--- src/sti_pkg.sv ---
// sti_pkg: shared types and constants for the sorted table block
// operation and status codes, request/response words, cell control group
// no dependencies
package sti_pkg;

   localparam int DEFAULT_CAPACITY = 32;

   typedef enum logic [1:0] {
      OP_ADD    = 2'd0,
      OP_REMOVE = 2'd1,
      OP_SEARCH = 2'd2,
      OP_NONE   = 2'd3
   } op_type;

   typedef enum logic [1:0] {
      ST_OK     = 2'd0,
      ST_FULL   = 2'd1,
      ST_ABSENT = 2'd2
   } status_type;

   typedef enum logic {
      S_IDLE   = 1'b0,
      S_SEARCH = 1'b1
   } state_type;

   typedef struct packed {
      op_type             operation;
      logic signed [31:0] value;
   } req_type;

   typedef struct packed {
      status_type  status;
      logic [4:0]  found_index;
      logic [5:0]  entry_count;
   } rsp_type;

   // strobes from the controller to every cell
   typedef struct packed {
      logic ins_en;   // shift up and drop the key in
      logic rem_en;   // close the gap at the removal position
      logic flag_en;  // capture compare flags against the incoming key
   } cell_ctl_type;

endpackage

--- src/sti_cell.sv ---
// sti_cell: one table slot, holding a single signed entry
// shifts with its neighbours on add and remove, keeps registered compare flags
// depends on sti_pkg
module sti_cell #(
   parameter int CELL_IDX = 0,
   parameter int IDX_W    = 5,
   parameter int CNT_W    = 6
) (
   input  logic                  clock,
   input  sti_pkg::cell_ctl_type cell_ctl,
   input  logic signed [31:0]    key,
   input  logic [CNT_W-1:0]      count,
   input  logic [IDX_W-1:0]      rem_pos,
   input  logic signed [31:0]    prev_entry,
   input  logic                  prev_gt,
   input  logic signed [31:0]    next_entry,
   output logic signed [31:0]    entry,
   output logic                  gt,
   output logic                  lt_flag,
   output logic                  eq_flag
);
   import sti_pkg::*;

   localparam logic [CNT_W-1:0] MY_IDX  = CNT_W'(CELL_IDX);
   localparam logic [CNT_W-1:0] MY_NEXT = CNT_W'(CELL_IDX + 1);

   logic signed [31:0] entry_ff, entry_in;
   logic               lt_ff, eq_ff;
   logic               valid;
   logic               at_end;
   logic               rem_here;

   assign valid    = MY_IDX < count;
   assign at_end   = MY_IDX == count;
   assign gt       = valid && (entry_ff > key);
   assign rem_here = (MY_IDX >= CNT_W'(rem_pos)) && (MY_NEXT < count);

   always_comb begin
      entry_in = entry_ff;
      if (cell_ctl.ins_en) begin
         if (prev_gt) begin
            entry_in = prev_entry;
         end else if (gt || at_end) begin
            entry_in = key;
         end
      end else if (cell_ctl.rem_en && rem_here) begin
         entry_in = next_entry;
      end
   end

   always_ff @(posedge clock) begin
      entry_ff <= entry_in;
      if (cell_ctl.flag_en) begin
         lt_ff <= entry_ff < key;
         eq_ff <= entry_ff == key;
      end
   end

   assign entry   = entry_ff;
   assign lt_flag = lt_ff;
   assign eq_flag = eq_ff;

endmodule

--- src/sti_ctrl.sv ---
// sti_ctrl: operation sequencer for the sorted table
// binary search over the cell flags, entry count, response register
// depends on sti_pkg
module sti_ctrl #(
   parameter int CAPACITY = 32,
   parameter int IDX_W    = 5,
   parameter int CNT_W    = 6
) (
   input  logic                   clock,
   input  logic                   reset,
   input  logic                   req_valid,
   output logic                   req_ready,
   input  sti_pkg::req_type       req_data,
   output logic                   rsp_valid,
   input  logic                   rsp_ready,
   output sti_pkg::rsp_type       rsp_data,
   input  logic [CAPACITY-1:0]    lt_flags,
   input  logic [CAPACITY-1:0]    eq_flags,
   output sti_pkg::cell_ctl_type  cell_ctl,
   output logic [IDX_W-1:0]       rem_pos,
   output logic [CNT_W-1:0]       count
);
   import sti_pkg::*;

   localparam logic [CNT_W-1:0] CAP_CNT = CNT_W'(CAPACITY);

   state_type        state_ff, state_in;
   op_type           op_ff, op_in;
   logic [CNT_W-1:0] count_ff, count_in;
   logic [CNT_W-1:0] lo_ff, lo_in;
   logic [CNT_W-1:0] hix_ff, hix_in;     // one past the upper bound
   logic             rsp_valid_ff, rsp_valid_in;
   rsp_type          rsp_data_ff, rsp_data_in;

   logic             accept;
   logic             rsp_free;
   logic [CNT_W:0]   mid_sum;
   logic [IDX_W-1:0] mid;
   logic             issue;
   status_type       issue_status;
   logic [IDX_W-1:0] issue_index;
   logic [CNT_W-1:0] issue_count;
   logic [IDX_W+4:0] index_wide;
   logic [CNT_W+5:0] count_wide;

   assign rsp_free  = !rsp_valid_ff || rsp_ready;
   assign req_ready = (state_ff == S_IDLE) && rsp_free;
   assign accept    = req_valid && req_ready;

   // floor midpoint of lo and hi, with hi kept as hix - 1
   assign mid_sum = {1'b0, lo_ff} + {1'b0, hix_ff} - (CNT_W+1)'(1);
   assign mid     = mid_sum[IDX_W:1];

   always_comb begin
      state_in     = state_ff;
      op_in        = op_ff;
      count_in     = count_ff;
      lo_in        = lo_ff;
      hix_in       = hix_ff;
      cell_ctl     = '0;
      rem_pos      = mid;
      issue        = 1'b0;
      issue_status = ST_OK;
      issue_index  = '0;
      issue_count  = count_ff;
      cell_ctl.flag_en = accept;

      unique case (state_ff)
         S_IDLE: begin
            if (accept) begin
               unique case (req_data.operation)
                  OP_ADD: begin
                     issue = 1'b1;
                     if (count_ff == CAP_CNT) begin
                        issue_status = ST_FULL;
                     end else begin
                        cell_ctl.ins_en = 1'b1;
                        count_in        = count_ff + CNT_W'(1);
                        issue_count     = count_ff + CNT_W'(1);
                     end
                  end
                  OP_REMOVE, OP_SEARCH: begin
                     state_in = S_SEARCH;
                     op_in    = req_data.operation;
                     lo_in    = '0;
                     hix_in   = count_ff;
                  end
                  OP_NONE: begin
                     issue = 1'b1;
                  end
               endcase
            end
         end
         S_SEARCH: begin
            if (hix_ff > lo_ff) begin
               if (eq_flags[mid]) begin
                  if (rsp_free) begin
                     issue    = 1'b1;
                     state_in = S_IDLE;
                     if (op_ff == OP_REMOVE) begin
                        cell_ctl.rem_en = 1'b1;
                        count_in        = count_ff - CNT_W'(1);
                        issue_count     = count_ff - CNT_W'(1);
                     end else begin
                        issue_index = mid;
                     end
                  end
               end else if (lt_flags[mid]) begin
                  lo_in = CNT_W'(mid) + CNT_W'(1);
               end else begin
                  hix_in = CNT_W'(mid);
               end
            end else if (rsp_free) begin
               issue        = 1'b1;
               issue_status = ST_ABSENT;
               state_in     = S_IDLE;
            end
         end
      endcase
   end

   // response fields are the low bits of index and count
   assign index_wide = (IDX_W+5)'(issue_index);
   assign count_wide = (CNT_W+6)'(issue_count);

   always_comb begin
      rsp_valid_in = rsp_valid_ff && !rsp_ready;
      rsp_data_in  = rsp_data_ff;
      if (issue) begin
         rsp_valid_in            = 1'b1;
         rsp_data_in.status      = issue_status;
         rsp_data_in.found_index = index_wide[4:0];
         rsp_data_in.entry_count = count_wide[5:0];
      end
   end

   always_ff @(posedge clock) begin
      if (reset) begin
         state_ff     <= S_IDLE;
         count_ff     <= '0;
         rsp_valid_ff <= 1'b0;
      end else begin
         state_ff     <= state_in;
         count_ff     <= count_in;
         rsp_valid_ff <= rsp_valid_in;
      end
      op_ff       <= op_in;
      lo_ff       <= lo_in;
      hix_ff      <= hix_in;
      rsp_data_ff <= rsp_data_in;
   end

   assign rsp_valid = rsp_valid_ff;
   assign rsp_data  = rsp_data_ff;
   assign count     = count_ff;

`ifndef SYNTHESIS
   a_count_bound: assert property (@(posedge clock) disable iff (reset)
      count_ff <= CAP_CNT)
      else $error("entry count beyond capacity");

   a_search_range: assert property (@(posedge clock) disable iff (reset)
      (state_ff == S_SEARCH) |-> (lo_ff <= hix_ff && hix_ff <= count_ff))
      else $error("search bounds out of range");

   a_one_shift: assert property (@(posedge clock) disable iff (reset)
      !(cell_ctl.ins_en && cell_ctl.rem_en))
      else $error("add and remove shift together");

   a_add_count: assert property (@(posedge clock) disable iff (reset)
      (accept && req_data.operation == OP_ADD && count_ff != CAP_CNT)
      |=> (count_ff == $past(count_ff) + CNT_W'(1)))
      else $error("add did not grow the table");
`endif

endmodule

--- src/sorted_table_insert_search_remove.sv ---
// sorted_table_insert_search_remove: sorted signed table with add, remove, search
// a row of sti_cell slots driven by the sti_ctrl sequencer
// depends on sti_pkg, sti_cell, sti_ctrl
//
//   channel  ports              word                                  direction
//   req      req_valid/ready    req_data: operation, value            in
//   rsp      rsp_valid/ready    rsp_data: status, found_index, count  out
//
// add and the none code finish in the accept cycle: every cell compares in parallel
// and the row shifts up in the accept cycle, and the response is registered
// search and remove run a binary search, one probe a cycle on registered per-cell
// compare flags, the last one held while the response is stalled
// a miss ends on an empty range; remove shifts down on its last cycle
// reset clears the count and control only; the entry cells need no reset
// a stalled response holds the sequencer; one operation is in flight at a time
module sorted_table_insert_search_remove #(
   parameter int CAPACITY = sti_pkg::DEFAULT_CAPACITY
) (
   input  logic             clock,
   input  logic             reset,
   input  logic             req_valid,
   output logic             req_ready,
   input  sti_pkg::req_type req_data,
   output logic             rsp_valid,
   input  logic             rsp_ready,
   output sti_pkg::rsp_type rsp_data
);
   import sti_pkg::*;

   localparam int IDX_W = $clog2(CAPACITY);
   localparam int CNT_W = $clog2(CAPACITY + 1);

   cell_ctl_type        cell_ctl;
   logic [IDX_W-1:0]    rem_pos;
   logic [CNT_W-1:0]    count;
   logic signed [31:0]  entries [CAPACITY];
   logic [CAPACITY-1:0] gt_flags;
   logic [CAPACITY-1:0] lt_flags;
   logic [CAPACITY-1:0] eq_flags;

   sti_ctrl #(
      .CAPACITY (CAPACITY),
      .IDX_W    (IDX_W),
      .CNT_W    (CNT_W)
   ) u_ctrl (
      .clock     (clock),
      .reset     (reset),
      .req_valid (req_valid),
      .req_ready (req_ready),
      .req_data  (req_data),
      .rsp_valid (rsp_valid),
      .rsp_ready (rsp_ready),
      .rsp_data  (rsp_data),
      .lt_flags  (lt_flags),
      .eq_flags  (eq_flags),
      .cell_ctl  (cell_ctl),
      .rem_pos   (rem_pos),
      .count     (count)
   );

   for (genvar i = 0; i < CAPACITY; i++) begin : g_cell
      // end cells see a quiet neighbour
      logic signed [31:0] prev_entry, next_entry;
      logic               prev_gt;

      if (i == 0) begin : g_first
         assign prev_entry = '0;
         assign prev_gt    = 1'b0;
      end else begin : g_mid
         assign prev_entry = entries[i-1];
         assign prev_gt    = gt_flags[i-1];
      end

      if (i == CAPACITY - 1) begin : g_last
         assign next_entry = '0;
      end else begin : g_body
         assign next_entry = entries[i+1];
      end

      sti_cell #(
         .CELL_IDX (i),
         .IDX_W    (IDX_W),
         .CNT_W    (CNT_W)
      ) u_cell (
         .clock      (clock),
         .cell_ctl   (cell_ctl),
         .key        (req_data.value),
         .count      (count),
         .rem_pos    (rem_pos),
         .prev_entry (prev_entry),
         .prev_gt    (prev_gt),
         .next_entry (next_entry),
         .entry      (entries[i]),
         .gt         (gt_flags[i]),
         .lt_flag    (lt_flags[i]),
         .eq_flag    (eq_flags[i])
      );
   end

endmodule

--- config.mk ---
export PLATFORM = sky130hd
export DESIGN_NAME = sorted_table_insert_search_remove
export DESIGN_NICKNAME = d
export VERILOG_FILES = /design/src/sti_pkg.sv /design/src/sti_cell.sv /design/src/sti_ctrl.sv /design/src/sorted_table_insert_search_remove.sv
export SDC_FILE = /design/constraint.sdc
export NUM_CORES = 2
export LEC_CHECK = 0
export ABC_CLOCK_PERIOD_IN_PS = 9080
export BUFFER_PORTS_ARGS = -buffer_cell sky130_fd_sc_hd__buf_2
export CAP_MARGIN = 5
export CORE_MARGIN = 2
export CORE_UTILIZATION = 45
export CTS_BUF_LIST = sky130_fd_sc_hd__clkbuf_8
export CTS_CLUSTER_SIZE = 16
export DETAILED_ROUTE_END_ITERATION = 8
export PLACE_DENSITY = 0.69
export SLEW_MARGIN = 20
export SYNTH_ARGS = -nofsm -noshare
export SYNTH_HDL_FRONTEND = slang
export SYNTH_SLANG_ARGS = --single-unit
--- constraint.sdc ---
create_clock -name clock -period 9.08 [get_ports clock]
set_clock_uncertainty 0.15 [all_clocks]
set_input_delay 0.908 -clock clock [delete_from_list [all_inputs] [get_ports clock]]
set_output_delay 0.908 -clock clock [all_outputs]
set_load 0.03 [all_outputs]
---- Yosys cells after proc, flatten, opt, wreduce, memory -nomap -nowiden ----
Index checks and enable logic that the tools add are counted.
word-level totals
  memories kept ........................... 0
  bits in registers ....................... 1123
  latch bits .............................. 0
  RAM bits ................................ 0
  output and inout bits ................... 15
  memory bits (read-only) ................. 0
cells by class
  shifts and indexed selects .............. 0
  $lt $le $gt $ge ......................... 130
  muxes and demuxes ....................... 179
  $mul .................................... 0
  $add $sub $neg .......................... 5
  reduce and logical (&&, ||, !) cells .... 205
  divide/modulo/power cells ............... 0
  bitwise gates (word level) .............. 4
  eq/ne operators ......................... 106
operator list
  operator                                                                             number
  32-bit two-way mux                                                                   127
  32-bit equality test                                                                 32
  32-bit > comparator                                                                  32
  32-bit < comparator                                                                  32
  6-bit two-way mux                                                                    17
  1-bit logical AND                                                                    98
  5-bit by 6-bit equality test with 1-bit output (first input constant)                16
  5-bit by 6-bit < comparator with 1-bit output (first input constant)                 16
  3-bit by 1-bit != test with 1-bit output (second input constant)                     31
  5-bit greater-or-equal comparator (first input constant)                             15
  2-bit AND reduction                                                                  32
  2-bit nonzero test                                                                   32
  4-bit by 6-bit equality test with 1-bit output (first input constant)                8
  4-bit by 6-bit < comparator with 1-bit output (first input constant)                 8
  4-bit by 5-bit greater-or-equal comparator with 1-bit output (first input constant)  8
  6-bit case mux with 2 select lines                                                   3
  1-bit logical OR                                                                     33
  3-bit by 6-bit equality test with 1-bit output (first input constant)                4
  3-bit by 6-bit < comparator with 1-bit output (first input constant)                 4
  1-bit two-way mux                                                                    23
  3-bit by 5-bit greater-or-equal comparator with 1-bit output (first input constant)  4
  2-bit by 6-bit equality test with 1-bit output (first input constant)                2
  1-bit by 6-bit < comparator with 1-bit output (first input constant)                 2
  2-bit by 6-bit < comparator with 1-bit output (first input constant)                 2
  27 further kinds                                                                     48

---- Logic depth before layout (Yosys ltp) ----
  word-level depth ........................ 10
  mapped depth ............................ 14
  gate-level depth less buffers ........... 12

---- Modules after synthesis ----
From an unflattened synthesis, not the netlist that was laid out.
unflattened totals
  cells, all modules ...................... 8963
  area, all modules ....................... 85684.7 um^2
by module, submodules not included
  module                            area each (um^2)  seq. area each (um^2)  cells an instance  instances
  sti_cell (g_cell[12].u_cell ...)  2602.5            1021.0                 275                2
  sti_cell (g_cell[24].u_cell ...)  2593.7            1021.0                 274                2
  sti_cell (g_cell[15].u_cell ...)  2560.0            1021.0                 270                2
  sti_cell (g_cell[2].u_cell ...)   2560.0            1021.0                 269                2
  sti_ctrl                          2825.2            970.9                  257                1
  sti_cell (g_cell[17].u_cell)      2656.3            1021.0                 275                1
  sti_cell (g_cell[21].u_cell)      2650.0            1021.0                 279                1
  sti_cell (g_cell[28].u_cell)      2638.8            1021.0                 277                1
  sti_cell (g_cell[0].u_cell)       2612.5            1021.0                 277                1
  sti_cell (g_cell[20].u_cell)      2603.7            1021.0                 272                1
  sti_cell (g_cell[10].u_cell)      2601.2            1021.0                 276                1
  sti_cell (g_cell[4].u_cell)       2596.2            1021.0                 271                1
  sti_cell (g_cell[18].u_cell)      2595.0            1021.0                 274                1
  sti_cell (g_cell[22].u_cell)      2593.7            1021.0                 271                1
  16 more rows                      --                --                     --                 --

---- Worst setup path after synthesis ----
OpenSTA, ideal clock, no wires.
  path kind ............................... input-to-reg
  start ................................... in req_data[31] in the netlist's numbering
  end ..................................... reg g_cell[18].u_cell.entry_ff[0] (enable)
  setup time .............................. 0.466 ns
  arrival time ............................ 6.136 ns
  cell stages on the path ................. 13
  path buffers ............................ 3
  setup slack ............................. 2.328 ns
  cells stage by stage .................... clkbuf_1 inv_1 ha_1 nand4_1 nor2_1 a221o_1 a211o_1 nor4_1 o21bai_1 clkbuf_1 buf_2 a311oi_1 o21ai_0
on the way
  longest elaborated chain between the ends .. 5
  elaborated cells between the ends (all ways) .. 7
ends and longest elaborated chain
  item                                                         line                                     text
  start, declared                                              sorted_table_insert_search_remove.sv:23  input sti_pkg::req_type req_data,
  32-bit > comparator                                          sti_cell.sv:35                           assign gt = valid && (entry_ff > key);
  1-bit logical AND                                            sti_cell.sv:35
  1-bit logical OR                                             sti_cell.sv:43                           end else if (gt || at_end) begin
  3-bit by 1-bit != test with 1-bit output (no source line) *  --
  2-bit AND reduction (no source line) *                       --
  end signal, assigned                                         sti_cell.sv:52                           entry_ff <= entry_in;
  end, declared                                                sti_cell.sv:27                           logic signed [31:0] entry_ff, entry_in;
Every way passes the cells marked *; elsewhere a longest branch is shown, timed or not.
A chain may end at the register's enable or synchronous reset.

---- Final worst setup path ----
  start ................................... reg u_ctrl.hix_ff[1]
  end ..................................... reg g_cell[21].u_cell.entry_ff[19] (enable)
on the way
  longest elaborated chain between the ends .. 10
  elaborated cells between the ends (all ways) .. 13
ends and longest elaborated chain
  item                                         line             text
  start, declared                              sti_ctrl.sv:31   logic [CNT_W-1:0] hix_ff, hix_in;
  start signal, assigned                       sti_ctrl.sv:149  hix_ff <= hix_in;
  6-bit adder                                  sti_ctrl.sv:51   assign mid_sum = {1'b0, lo_ff} + {1'b0, hix_ff} - (CNT_W+1)'(1);
  6-bit by 1-bit subtractor with 6-bit output  sti_ctrl.sv:51
  1-bit binary-select mux with 5-bit select    sti_ctrl.sv:96   if (eq_flags[mid]) begin
  1-bit two-way mux (not written as such)      sti_ctrl.sv:96
  1-bit two-way mux                            sti_ctrl.sv:96
  1-bit two-way mux                            sti_ctrl.sv:95   if (hix_ff > lo_ff) begin
  1-bit two-way mux                            sti_ctrl.sv:68   unique case (state_ff)
  1-bit logical AND *                          sti_cell.sv:46   end else if (cell_ctl.rem_en && rem_here) begin
  2-bit nonzero test (no source line) *        --
  2-bit AND reduction (no source line) *       --
  end signal, assigned                         sti_cell.sv:52
  end, declared                                sti_cell.sv:27
Every way passes the cells marked *; elsewhere a longest branch is shown, timed or not. The select of a mux whose other input is x is not followed.

==> flow_results.org <==
** Run status
- The run finished with clean final reports.

** Min path
- Endpoint of the worst hold path :: u_ctrl.count[5]
- Start point of the worst min-delay path :: reset
- The worst hold path passes through 2 cells.
- Classification of the worst-slack hold path :: input port to flip-flop

** Placed design
- HPWL after detailed placement :: 204000 um
- Worst setup slack after placement :: 2.93 ns
- Instance area at placement :: 0.0831 mm2
- The congestion estimate from routability-driven global placement came to 0.978.
- In this run the tool buffered the top-level ports with 52 buffer cells.

** Global routing
- Pin count of the biggest net entering global routing :: 254
- The number of antenna violations at the first check in global routing is 9.
- Grt ovf :: 0
- Total track usage :: 0.302
- First-pass GRT wire length :: 414000 um
- The via count of the first global-routing pass is 64700.

** Detailed routing
- After detailed routing, the number of remaining DRC violations is 0.
- After detailed routing, the met2 layer carries 117000 um of wire.
- Count of TritonRoute iterations in the first routing pass :: 6
- Met1 routed wirelength after detailed routing :: 115000 um
- Number of vias per cell :: 6.44
- Drt total wl :: 280000 um
- Dividing the detail-routed wire length by the instance count gives 26.9 um.
- DR top layer :: met5
- In this run, the number of DRC markers left after iteration 0 of detailed routing was 9188.
- Met3 routed WL :: 32000 um
- The count of nets left with antenna violations once routing finished came out at 0.
- Via count :: 67000

** Clock network
- Register clock-pin slew on the reported worst setup and hold paths :: 0.06 ns
- The tree is rooted in a sky130_fd_sc_hd__clkbuf_8.
- Hold buffer count at cts :: 0
- The number of clock buffers added by TritonCTS is 198.
- Post-CTS timing repair inserted 0 buffers for setup.
- TritonCTS built the clock tree.
- Number of clock sinks :: 1123
- The clock tree synthesis step divided the H-tree into 4 levels.
- Bufs on Longest Clock Path :: 3
- The clock reaches the later pin of the worst-skew pair after 1.00 ns.
- Number of resized instances in the post-cts repair step :: 0

** Timing
- Final TNS setup :: 0 ns
- Setup violations remaining at the end of the flow were counted as 0.
- For the pin with the worst max-slew slack, the measured transition is 1.24 ns.
- Setup repair after global routing missed its margin :: false
- Worst slew slack as a fraction of its limit :: 0.164
- Share of the clock period used by the worst path :: 0.640
- The count of final max-slew check failures is 0.
- Final hold analysis gives a worst-case slack of 0.149 ns.
- Final Hold Fails :: 0
- Post-layout minimum cycle time :: 5.81 ns
- Fin worst setup slack :: 3.27 ns
- For this run, the top clock speed supported by timing is 0.172 GHz.

** Setup path
- At the worst endpoint, the required time is 9.57 ns.
- Type of element capturing the critical path :: flip-flop
- Largest fanout on the critical path :: 32
- Worst reg-to-reg path cell count :: 14
- For this design, the slowest cell found on the critical path is sky130_fd_sc_hd__o21a_1.
- STA classifies the critical path startpoint as a flip-flop.
- Crit-path cells :: inv_1, ha_1, inv_1, ha_1, fa_1, xor2_4, buf_4, mux4_2, mux4_2, nand4b_1, o21a_1, nor3_1, a211o_1, buf_4
- Worst R2R Setup Slack :: 3.27 ns
- For the worst setup path, the data arrival time is 6.30 ns.
- The worst register-to-register path ends at g_cell[21].u_cell.entry[19].
- The worst register-to-register path begins at u_ctrl.hix_ff[1].
- By startpoint and endpoint, the worst setup path is classified as flip-flop to flip-flop.
- For this run, the slowest stage of the critical path takes 0.78 ns.

** Yosys
- After synthesis the cells add up to 0.0799 mm2.
- Area fraction in and, or, nand and nor cells after synthesis :: 0.123
- The largest total area in the synthesized netlist belongs to sky130_fd_sc_hd__edfxtp_1.
- The share of the Yosys chip area taken by registers is 0.421.
- The Yosys step of the flow raised 0 warnings.
- Ranked by total cell area, the synthesized netlist is headed by sky130_fd_sc_hd__edfxtp_1 42%, sky130_fd_sc_hd__ha_1 16%, sky130_fd_sc_hd__mux2i_1 11%.
- Most used standard cell by instance count after synthesis :: sky130_fd_sc_hd__nand2_1
- By area, the combinational part of the netlist is dominated by adder cells.
- Synth Area in Compound Gates :: 0.144
- Post-synthesis share of cell area spent on xor and xnor gates :: 0.00218
- The share of synthesized area in the top cell type comes to 0.419.
- Measured against the total synthesized area, the mux share comes to 0.115.
- Synthesis produced 7955 cells.
- After synthesis, the share of flip-flops with an asynchronous set or reset is 0.
- Counting instances in the post-synthesis netlist gives the leading cell types as 1180 x sky130_fd_sc_hd__nand2_1, 1115 x sky130_fd_sc_hd__edfxtp_1, 1047 x sky130_fd_sc_hd__ha_1, 868 x sky130_fd_sc_hd__mux2i_1, 767 x sky130_fd_sc_hd__o21ai_1.
- Of the total synthesized cell area, the portion taken by full adders, half adders and majority gates is 0.164.
- Number of synthesized flops with an enable pin :: 1115
- The number of nets handed over by synthesis was 9041.
- For this run, the leading register cell type out of synthesis is sky130_fd_sc_hd__edfxtp_1.
- Synth Area per Inst :: 10.0 um2
- The synthesized netlist contains 91 unique library cells.
- After synthesis the netlist holds a flip-flop and latch count of 1123.

** Finish
- Compared with the post-synthesis result, the final layout area differs by 8.61%.
- Number of nets in the final layout :: 8997
- Fillcell total :: 16000
- Cell area after layout :: 0.0868 mm2
- Ratio of cells with drive above 1 in the final layout :: 0.0751

** Run
- Count of max-cap constraint violations :: 0

** Power and ir drop
- Total design power :: 0.0154 W
- Peak VDD IR :: 0.316 mV
- In this run the static leakage power is 34.8 nW.
- Areal power density over the cells :: 178 mW/mm2

** Floorplanning
- The die is 425 um wide.
- For this configuration, the core starts out at a cell density of 0.453.
- Height of the die :: 425 um
- The floorplan step defined a die boundary enclosing 0.181 mm2.
- The initialized floorplan defines 154 standard-cell rows.
- The core region is 0.176 mm2.
- During I/O placement, the number of pins put on the boundary was 53.
## state kept, by name, indices dropped and copies added, names as in the netlist
signal / flops
u_ctrl.count: 6
u_ctrl.rsp_data: 13
u_ctrl.state_ff: 1
u_ctrl.lo_ff: 6
g_cell.u_cell.eq_flag: 32
u_ctrl.op_ff: 2
u_ctrl.hix_ff: 6
u_ctrl.rsp_valid: 1
g_cell.u_cell.lt_flag: 32
g_cell.u_cell.entry: 1024
## worst max-delay path, delay by kind of cell, from the launching register on
kind | cells | cell delay, ns
xor gates and xnor gates | 1 | 0.61
buffers and inverters | 4 | 0.64
adders and majority gates | 3 | 1.03
muxes | 2 | 0.81
AOI/OAI and AO/OA | 2 | 1.08
and+or+nand+nor | 2 | 0.74
DFF | 1 | 0.36
## power breakdown
| part | switching (W) | internal, W |
|---|---|---|
| Clock | 0.00228 | 0.00221 |
| Sequential | 0.000201 | 0.00604 |
| Combinational | 0.00319 | 0.00149 |
| Total | 0.00568 | 0.00973 |
## final cells by class
cell class	instances	area [um2]	area share
Antenna cell	10	25.0	0.000288
Clock buffer	204	2810	0.0324
Clock inverter	150	764	0.00881
Inverter	131	492	0.00567
Multi-Input combinational cell	6213	44200	0.510
Sequential cell	1123	33600	0.388
Tap cell	2340	2930	0.0337
Timing Repair Buffer	244	1880	0.0217
## cells in the final DEF (no fill, tap or decap), types with 52 or more instances in the layout
cell,n
sky130_fd_sc_hd__o21ai_0,132
sky130_fd_sc_hd__nand4_1,207
sky130_fd_sc_hd__clkbuf_8,204
sky130_fd_sc_hd__nand3_1,116
sky130_fd_sc_hd__buf_4,180
sky130_fd_sc_hd__a21o_1,65
sky130_fd_sc_hd__mux2i_1,865
sky130_fd_sc_hd__o211ai_1,52
sky130_fd_sc_hd__nor3_1,62
sky130_fd_sc_hd__buf_2,52
sky130_fd_sc_hd__o21ai_1,762
sky130_fd_sc_hd__a21oi_1,734
sky130_fd_sc_hd__inv_1,161
sky130_fd_sc_hd__nor2_1,370
sky130_fd_sc_hd__nor2b_1,52
sky130_fd_sc_hd__clkinv_1,54
sky130_fd_sc_hd__edfxtp_1,1115
sky130_fd_sc_hd__ha_1,1047
sky130_fd_sc_hd__nand2_1,1179
## through the flow
stage / util / cells
after detailed placement: 0.472 / 10000
after global placement: 0.471 / 10000
after floorplan: - / 7955
after global routing: 0.492 / 10400
final: 0.492 / 10400
after CTS: 0.492 / 10400
## worst max path at each step
stage / endpoint / slack, ns / from
finish: g_cell[21].u_cell.entry[19] / 3.27 / u_ctrl.hix_ff[1]
floorplan: g_cell[18].u_cell.entry[0] / 2.33 / req_data[31]
CTS: g_cell[21].u_cell.entry[17] / 3.38 / u_ctrl.hix_ff[1]
global placement: g_cell[20].u_cell.entry[23] / 2.63 / req_data[6]
global route: g_cell[21].u_cell.entry[17] / 3.11 / u_ctrl.hix_ff[1]
detailed placement: g_cell[20].u_cell.entry[21] / 2.93 / req_data[30]
## logic make-up (layout without fill, tap and decap cells)
group                      after synthesis  count (layout)
AOI/OAI and AO/OA                     2048            2048
adders and majority gates             1048            1048
xor gates and xnor gates                19              19
other                                    0              10
and+or+nand+nor                       2203            2203
DFF                                   1123            1123
buffers and inverters                  619             729
muxes                                  895             895
## routing by layer
layer,vias to the layer above,GRT usage
li1,29900,-
met1,32200,0.424
met2,4094,0.439
met3,783,0.0587
met4,6,0.160
met5,-,0
(Power assumes the default switching activity.)
